[config.mk]
export PLATFORM = sky130hd
export DESIGN_NAME = osad_ctrl
export DESIGN_NICKNAME = d
export VERILOG_FILES = /design/src/rtl/osad_pkg.sv /design/src/rtl/osad_ctrl.sv
export VERILOG_INCLUDE_DIRS = /design/src /design/src/rtl
export SDC_FILE = /design/constraint.sdc
export NUM_CORES = 1
export LEC_CHECK = 0
export ABC_CLOCK_PERIOD_IN_PS = 2200
export BUFFER_PORTS_ARGS = -buffer_cell sky130_fd_sc_hd__buf_2
export CORE_AREA = 2 2 44 46
export CTS_CLUSTER_DIAMETER = 30
export DETAILED_ROUTE_END_ITERATION = 12
export DIE_AREA = 0 0 46 48
export PLACE_DENSITY = 0.58
export SKIP_LAST_GASP = 1
export SLEW_MARGIN = 20
export SYNTH_ARGS = -nofsm -noshare
export SYNTH_HDL_FRONTEND = slang
export SYNTH_SLANG_ARGS = --single-unit
[constraint.sdc]
create_clock -name clk -period 2.2 [get_ports clk]
set_clock_uncertainty 0.05 [all_clocks]
set_input_delay 0.33 -clock clk [delete_from_list [all_inputs] [get_ports clk]]
set_output_delay 0.33 -clock clk [all_outputs]
set_load 0.01 [all_outputs]
[src/rtl/assert_macros.svh]
// Assertion macros used by osad_ctrl.
// Depends on clk and rst_n being visible in the module that uses them.
`ifndef ASSERT_MACROS_SVH
`define ASSERT_MACROS_SVH
`ifndef SYNTH
`define OSAD_ASSERT(lbl, prop) \
  lbl: assert property (@(posedge clk) disable iff (!rst_n) prop) \
    else $error("osad assertion failed");
`define OSAD_NEVER(lbl, cond) \
  lbl: assert property (@(posedge clk) disable iff (!rst_n) !(cond)) \
    else $error("osad forbidden condition");
`else
`define OSAD_ASSERT(lbl, prop)
`define OSAD_NEVER(lbl, cond)
`endif
`endif

[src/rtl/osad_pkg.sv]
// Types, constants and helpers for the online softmax attention decode block.
// Used by the controller, the datapath, the divider and the top level.
package osad_pkg;

  localparam int MAX_DIM_DEF = 64;

  localparam logic [15:0] SCALE_RST = 16'd8192;
  localparam logic [6:0]  DIM_RST   = 7'd64;

  localparam logic REG_SCALE = 1'b0;
  localparam logic REG_DIM   = 1'b1;

  localparam logic [16:0] EXP_LOG2E = 17'd94548;
  localparam logic [15:0] EXP_C1    = 16'd43024;
  localparam logic [13:0] EXP_C2    = 14'd10256;
  localparam logic [16:0] EXP_ONE   = 17'd65536;

  localparam logic [5:0] DIV_STEPS = 6'd40;

  localparam logic signed [63:0] SAT_HI = 64'sd2147483647;
  localparam logic signed [63:0] SAT_LO = -64'sd2147483648;

  typedef enum logic [1:0] {
    OP_QUERY  = 2'd0,
    OP_KEY    = 2'd1,
    OP_VALUE  = 2'd2,
    OP_FINISH = 2'd3
  } op_t;

  typedef enum logic [4:0] {
    S_IDLE,
    S_K_MUL,
    S_K_ACC,
    S_SC_MUL,
    S_SC_SUM,
    S_MAX,
    S_EXP_O,
    S_EXP_N,
    S_EW1,
    S_EW2,
    S_SUM_MUL,
    S_SUM_UPD,
    S_V_MUL,
    S_V_WR,
    S_F_RD,
    S_F_DIV,
    S_F_WAIT,
    S_F_OUT
  } state_t;

  typedef struct packed {
    logic idle;
    logic accept;
    logic k_mul;
    logic k_acc;
    logic sc_mul;
    logic sc_sum;
    logic max_upd;
    logic exp_old;
    logic cap_wold;
    logic sum_mul;
    logic sum_upd;
    logic v_mul;
    logic v_wr;
    logic f_rd;
    logic div_start;
    logic emit;
    logic clear;
  } cmd_t;

  typedef struct packed {
    op_t  op;
    logic idx_in_d;
    logic k_last;
    logic div_done;
    logic walk_last;
    logic out_free;
  } st_t;

  function automatic logic signed [31:0] sat32(input logic signed [63:0] x);
    logic signed [31:0] r;
    if (x > SAT_HI) begin
      r = 32'sh7fffffff;
    end else if (x < SAT_LO) begin
      r = 32'sh80000000;
    end else begin
      r = x[31:0];
    end
    return r;
  endfunction

endpackage

[src/rtl/osad_ctrl.sv]
// Sequencing state machine for the attention decode block.
// Depends on osad_pkg and assert_macros.svh.
`include "assert_macros.svh"
module osad_ctrl import osad_pkg::*; (
  input  logic   clk,
  input  logic   rst_n,
  input  logic   in_valid,
  input  st_t    st,
  output cmd_t   cmd
);

  state_t state_r, state_nxt;

  always_ff @(posedge clk) begin
    if (!rst_n) begin
      state_r <= S_IDLE;
    end else begin
      state_r <= state_nxt;
    end
  end

  always_comb begin
    state_nxt = state_r;
    case (state_r)
      S_IDLE: begin
        if (in_valid) begin
          case (st.op)
            OP_KEY:    state_nxt = st.idx_in_d ? S_K_MUL : S_IDLE;
            OP_VALUE:  state_nxt = st.idx_in_d ? S_V_MUL : S_IDLE;
            OP_FINISH: state_nxt = S_F_RD;
            default:   state_nxt = S_IDLE;
          endcase
        end
      end
      S_K_MUL:   state_nxt = S_K_ACC;
      S_K_ACC:   state_nxt = st.k_last ? S_SC_MUL : S_IDLE;
      S_SC_MUL:  state_nxt = S_SC_SUM;
      S_SC_SUM:  state_nxt = S_MAX;
      S_MAX:     state_nxt = S_EXP_O;
      S_EXP_O:   state_nxt = S_EXP_N;
      S_EXP_N:   state_nxt = S_EW1;
      S_EW1:     state_nxt = S_EW2;
      S_EW2:     state_nxt = S_SUM_MUL;
      S_SUM_MUL: state_nxt = S_SUM_UPD;
      S_SUM_UPD: state_nxt = S_IDLE;
      S_V_MUL:   state_nxt = S_V_WR;
      S_V_WR:    state_nxt = S_IDLE;
      S_F_RD:    state_nxt = S_F_DIV;
      S_F_DIV:   state_nxt = S_F_WAIT;
      S_F_WAIT:  state_nxt = st.div_done ? S_F_OUT : S_F_WAIT;
      S_F_OUT: begin
        if (st.out_free) begin
          state_nxt = st.walk_last ? S_IDLE : S_F_RD;
        end
      end
      default:   state_nxt = S_IDLE;
    endcase
  end

  always_comb begin
    cmd = '0;
    case (state_r)
      S_IDLE: begin
        cmd.idle   = 1'b1;
        cmd.accept = in_valid;
      end
      S_K_MUL:   cmd.k_mul = 1'b1;
      S_K_ACC:   cmd.k_acc = 1'b1;
      S_SC_MUL:  cmd.sc_mul = 1'b1;
      S_SC_SUM:  cmd.sc_sum = 1'b1;
      S_MAX:     cmd.max_upd = 1'b1;
      S_EXP_O:   cmd.exp_old = 1'b1;
      S_EW2:     cmd.cap_wold = 1'b1;
      S_SUM_MUL: cmd.sum_mul = 1'b1;
      S_SUM_UPD: cmd.sum_upd = 1'b1;
      S_V_MUL:   cmd.v_mul = 1'b1;
      S_V_WR:    cmd.v_wr = 1'b1;
      S_F_RD:    cmd.f_rd = 1'b1;
      S_F_DIV:   cmd.div_start = 1'b1;
      S_F_OUT: begin
        cmd.emit  = st.out_free;
        cmd.clear = st.out_free && st.walk_last;
      end
      default: cmd = '0;
    endcase
  end

  // The weight capture relies on the fixed latency of the exp pipeline.
  `OSAD_ASSERT(a_exp_timing, (state_r == S_EXP_O) |-> ##4 (state_r == S_SUM_MUL))
  `OSAD_ASSERT(a_div_restart, (state_r == S_F_DIV) |=> !st.div_done)
  `OSAD_ASSERT(a_emit_step, (state_r == S_F_OUT && st.out_free) |=> (state_r == S_F_RD || state_r == S_IDLE))
  `OSAD_NEVER(a_emit_only_free, cmd.emit && !st.out_free)

endmodule

==> results.md, run 1 <==
- Share of layout cells above drive strength 1: 0.422
- Period utilisation layout: 0.959
- Leakage power: 0.348 nW
- Reg2reg setup slack: around 0.46 ns
- Iter 0 DRT Violations: 11
- Initial antenna violation count: 0
- Critical path fanouts, max: 14
- RSZ-0062 raised after global routing: no
- Synth cell types: 32
- Setup TNS: 0 ns
- Starting Density: 0.347
- Seq/Total Area, Yosys: 0.171
- Die area: 2210 um^2
- Post-layout util: 0.430
- Min-delay src: rst_n
- Top reg by flops: state_r
- # DRC: 0
- ANT cells: 0
- IO Count: 27
- HP Class: in2reg
- CTS Buf Count: 3
- Slew @ Worst Pin: 0.426 ns
- Biggest regs: state_r: 5 flops
- Worst hold slack: 0.296 ns
- CTS tree: yes
- Hpwl dp: 1250 um
- Post-synth EDFFs: 0
- Drt via density: 5.34
- Clock group share of total power: 0.102
- Worst R2R End: state_r[2]
- Avg Inst Size Synth: a little over 7 um^2
- Worst vdd ir: 0.668 mV
- Final antenna-violating net count: 0
- Vias in the first global route: 568
- # setup viols final: 0
- # H-tree levels: 1
- Total gr overflow: 0
- Clk Latency, worst-skew pair: around 0.24 ns
- Relative slew slack: 0.716
- Die Ht: 48 um
- Sw Pwr: 0.000516 W
- CTS root buffer: clkbuf_4
- GRT Overall Usage: 0.155
- Cells after DPL: 122
- Cell Pwr Density: 1410 nW/um^2
- Max cap viols: 0
- Async S/R FF share, synth: 0
- Status: completed
- FMAX: 474 MHz
- Area Overhead vs Synth: 23.7%
- CP Class: reg2out
- Port Buffers: 26
- Combinational cell fraction of total power: 0.681
- Placer Congestion: 0.775
- Pin count of the biggest net entering global routing: 16
- R2r startpoint: state_r[2]
- DR vias: 673
- CP Launch Type: flop
- Min Tclk post-route: 2.11 ns
- Maximum clock insertion buffer count: 2
- # rows: 15
- Pre-Repair DR Iteration Count: 4
- Number of flip-flops in the largest register: 5
- Seq cells post-synth: 5
- Fill count: 176
- Flop pwr share: 0.218
- Routed len/inst: 12.7 um
- Hold path depth: 2
- Cell Area, Synth: between 500 and 600 um^2
- Fin. Hold Viols: 0
- Cell-internal power: just over 0.0005 W
- WHS Endpoint: state_r[0]
- Worst EP arrival: 1.73 ns
- Mapped Cells: 82
- Die width: 46 um
- Sink Count: 5
- Number of hold buffers added after CTS: 0
- Yosys warnings: 0
- CP endpoint kind: output port
- Cell Count, Final, Fillers Out: 126
- Worst Path Required: around 1.8 ns
- Synth Flop Type: dfxtp_1
- Wire length of the first global-routing pass: ~2500 um
- Final #Nets: 120
- Net Count, Synth: between 90 and 100
- Worst-path clk slew: 0.04 ns
- Worst R2R Path Depth: 5
- Switching Fraction: 0.504
- Total Routed Length: 1600 um
- Slew Limit Fails: 0
- Core Box Area: 1690 um^2
final cells by class:
class	count	area, um^2	share of cell area
Clock buffer	4	26.3	0.0362
Inverter	3	11.3	0.0155
Multi-Input combinational cell	68	413	0.569
Sequential cell	5	101	0.140
Tap cell	17	21.3	0.0293
Timing Repair Buffer	29	153	0.210
synth_stat cells, types with 2 or more instances:
cell type,count,area [um^2]
inv_1,3,11.3
and2_1,2,12.5
nand2b_1,3,18.8
clkbuf_8,3,41.3
nor2_1,13,48.8
dfxtp_1,5,100
a21oi_1,6,30.0
nor4_1,2,12.5
a31oi_1,2,12.5
a21o_2,2,17.5
nand2_1,7,26.3
or2_2,4,25.0
or3b_2,2,17.5
o21ai_0,2,10.0
nor3_1,7,35.0
buf_2,2,10.0
nand3_1,2,10.0
metal layers:
| layer | track usage | up-vias | routed length, um |
|---|---|---|---|
| li1 | - | 354 | - |
| met1 | 0.215 | 303 | 798 |
| met2 | 0.244 | 16 | 753 |
| met3 | 0.0226 | 0 | 50 |
| met4 | 0.0514 | 0 | 0 |
| met5 | 0 | - | 0 |
repair_timing:
action                     CTS  global route
setup endpoints to repair    0             1
buffers inserted             0             0
resized for setup            0             1
cells by family (layout without fill, tap and decap cells):
| group | Yosys count | in the layout | share of synthesized area |
|---|---|---|---|
| simple gates | 48 | 48 | 0.452 |
| compound gates | 20 | 20 | 0.252 |
| buf+inv | 9 | 36 | 0.126 |
| flops | 5 | 5 | 0.171 |
layout by cell type (no fill, tap or decap), drive strengths merged, types with 2 or more instances in the layout:
| cell type | netlist | final |
|---|---|---|
| a211o | 2 | 2 |
| a21o | 2 | 2 |
| a21oi | 6 | 6 |
| a31oi | 2 | 2 |
| and2 | 2 | 2 |
| buf | 3 | 29 |
| clkbuf | 3 | 4 |
| dfxtp | 5 | 5 |
| inv | 3 | 3 |
| nand2 | 7 | 7 |
| nand2b | 3 | 3 |
| nand3 | 2 | 2 |
| nor2 | 13 | 13 |
| nor3 | 8 | 8 |
| nor4 | 2 | 2 |
| o21ai | 2 | 2 |
| o32ai | 2 | 2 |
| or2 | 4 | 4 |
| or3b | 2 | 2 |
worst max path at each step:
stage / start / endpoint / slack [ns] / cells past startpoint
3_5_place_dp: state_r[4] / state_r[2] / 0.36 / 5
3_3_place_gp: state_r[4] / state_r[2] / 0.38 / 5
6_report: state_r[0] / cmd[15] / 0.09 / 4
2_1_floorplan: state_r[3] / cmd[0] / 0.42 / 4
5_1_grt: state_r[0] / cmd[15] / 0.02 / 4
4_1_cts: state_r[4] / cmd[0] / 0.11 / 4
per-stage QoR:
stage	total power, W	setup WS (ns)	cell area, um^2
2_1_floorplan	0.000787	0.416	587
3_3_place_gp	0.000913	0.377	698
3_5_place_dp	0.000913	0.359	698
4_1_cts	0.00102	0.106	724
5_1_grt	0.00112	0.0249	726
6_report	0.00102	0.0893	726
power by group through the flow:
stage / Clock (W) / Combinational [W] / Sequential, W
4_1_cts: 0.000107 / 0.000695 / 0.000219
6_report: 0.000104 / 0.000697 / 0.000223
5_1_grt: 0.000110 / 0.000774 / 0.000233
2_1_floorplan: 0 / 0.000625 / 0.000162
3_3_place_gp: 0 / 0.000690 / 0.000222
3_5_place_dp: 0 / 0.000692 / 0.000220
critical path, stage by stage, from the launching register on:
cell and delay [ns]:
dfxtp_1 0.43, or3_2 0.58, nor3_4 0.20, and2_1 0.15, buf_2 0.12
No activity file was read; power rests on OpenSTA's default activity.
==> run 2: changes to the inputs <==
- ABC_CLOCK_PERIOD_IN_PS: 2200 -> 2100
- clock period: 2.2 -> 2.1 ns (I/O delays scaled with it)
==> run 2 against run 1 <==
Against the previous run: worst setup slack about the same; sequential power decreased by 17%; clock power grew 16%; via count rose by 1.3%; highest routed layer is now met4; largest cell class unchanged; critical path depth did not move; cell count up 1.6%; non-clock buffer count increased by 2; die area did not move; global-route usage is 0.39 points lower; utilization increased by 0.96 points.
==> results.md, run 2 (synthesized netlist as in run 1, its figures left out) <==
- Status: completed
- Worst-path clk slew: roughly 0.05 ns
- Worst vdd ir: between 0.6 and 0.7 mV
- CTS tree: yes
- Hold path depth: 3
- Starting Density: 0.347
- Worst R2R Path Depth: 5
- Critical path fanouts, max: 9
- Relative slew slack: 0.804
- Port Buffers: 26
- Setup TNS: 0 ns
- HP Class: in2reg
- Total gr overflow: 0
- Final antenna-violating net count: 0
- FMAX: 497 MHz
- RSZ-0062 raised after global routing: no
- Slew Limit Fails: 0
- CTS Buf Count: 3
- Iter 0 DRT Violations: 12
- Worst path cell trace: or3_2 > nor3_4 > and2_1 > buf_2
- CTS root buffer: clkbuf_4
- IO Count: 27
- Clk Latency, worst-skew pair: 0.26 ns
- Routed len/inst: 12.0 um
- Commonest non-fill, non-tap cells in the layout: buf_2, nor2_1, nand2_1, nor3_1, a21oi_1
- Post-layout instance area: 742 um^2
- # rows: 15
- CP max-delay cell: or3_2
- Wire length of the first global-routing pass: around 2400 um
- # setup viols final: 0
- Share of layout cells above drive strength 1: 0.441
- Slew @ Worst Pin: about 0.29 ns
- Maximum clock insertion buffer count: 2
- Reg2reg setup slack: 0.53 ns
- Worst R2R End: state_r[1]
- Min Tclk post-route: 2.01 ns
- # H-tree levels: 1
- Die Ht: between 40 and 50 um
- Top reg by flops: state_r
- Sink Count: 5
- CP Class: reg2out
- GRT Overall Usage: 0.151
- Biggest regs: state_r: 5 flops
- Worst path max stage delay: 0.54 ns
- CP endpoint kind: output port
- Initial antenna violation count: 0
- Post-layout util: 0.439
- Fill count: approximately 180
- Die width: 46 um
- Leading cell type in the layout, fill and taps excluded: buf_2
- Min-delay src: rst_n
- Leakage power: 0.361 nW
- Drt via density: 5.33
- Number of flip-flops in the largest register: 5
- Placed Area: 713 um^2
- Placer Congestion: 0.756
- Pin count of the biggest net entering global routing: 14
- Period utilisation layout: 0.958
- Die area: 2210 um^2
- Core Box Area: approximately 1700 um^2
- Pre-Repair DR Iteration Count: 4
- Final #Nets: 122
- Fin. Hold Viols: 0
- Total Routed Length: 1540 um
- ANT cells: 0
- Cell Pwr Density: 1480 nW/um^2
- DR vias: ~680
- CP Launch Type: flop
- Max cap viols: 0
- # DRC: 0
- Hpwl dp: 1220 um
- Worst Path Required: 1.74 ns
- R2r startpoint: state_r[0]
- Worst EP arrival: between 1.5 and 2 ns
- WHS Endpoint: state_r[4]
- Area Overhead vs Synth: 26.4%
- Vias in the first global route: between 500 and 600
==> run 2: where the power goes <==
group,switching [W],leakage [nW],total (W),internal (W)
logic,0.000445,0.303,0.000795,0.000349
registers,0.0000506,0.0412,0.000185,0.000134
clock network,0.0000510,0.0177,0.000121,0.0000695
==> run 2: how the worst max path moves through the flow <==
stage / slack, ns / start / to / depth (start not counted)
after floorplan: 0.33 / state_r[3] / cmd[0] / 4
after global placement: 0.37 / state_r[1] / cmd[15] / 4
after detailed placement: 0.35 / state_r[4] / cmd[0] / 4
after CTS: 0.07 / state_r[4] / cmd[0] / 4
after global routing: 0.003 / state_r[1] / cmd[15] / 4
final: 0.09 / state_r[1] / cmd[15] / 4
==> run 2: final cells by class <==
cell class	count	area, um^2	share of cell area
Clock buffer	3	22.5	0.0304
Clock inverter	1	5.00	0.00675
Inverter	3	11.3	0.0152
Multi-Input combinational cell	68	413	0.556
Sequential cell	5	101	0.137
Tap cell	17	21.3	0.0287
Timing Repair Buffer	31	168	0.226
==> run 2: through the flow <==
stage	hold slack, ns	power, W	cells	worst slack, ns
after floorplan	0.396	0.000825	82	0.331
after global placement	0.522	0.000988	124	0.366
after detailed placement	0.528	0.000984	124	0.351
after CTS	0.254	0.00111	128	0.0669
after global routing	0.256	0.00120	128	0.00271
final	0.260	0.00110	128	0.0890
==> run 2: timing repair <==
action | 4_1_cts | 5_1_grt
buffers inserted | 0 | 0
hold buffers | 0 | 0
setup endpoints to repair | 0 | 2
resized for setup | 0 | 1
==> run 2: worst max-delay path: cells and delay by family, from the launching register on <==
| family | cells | cell delay [ns] |
|---|---|---|
| buffers and inverters | 1 | 0.12 |
| and+or+nand+nor | 3 | 0.89 |
| DFF | 1 | 0.38 |
==> run 2: routing by layer <==
metal	share of wire	GRT usage
met3	0.058	0.0340
met2	0.46	0.242
met4	0.015	0.0514
met1	0.46	0.199
met5	0	0
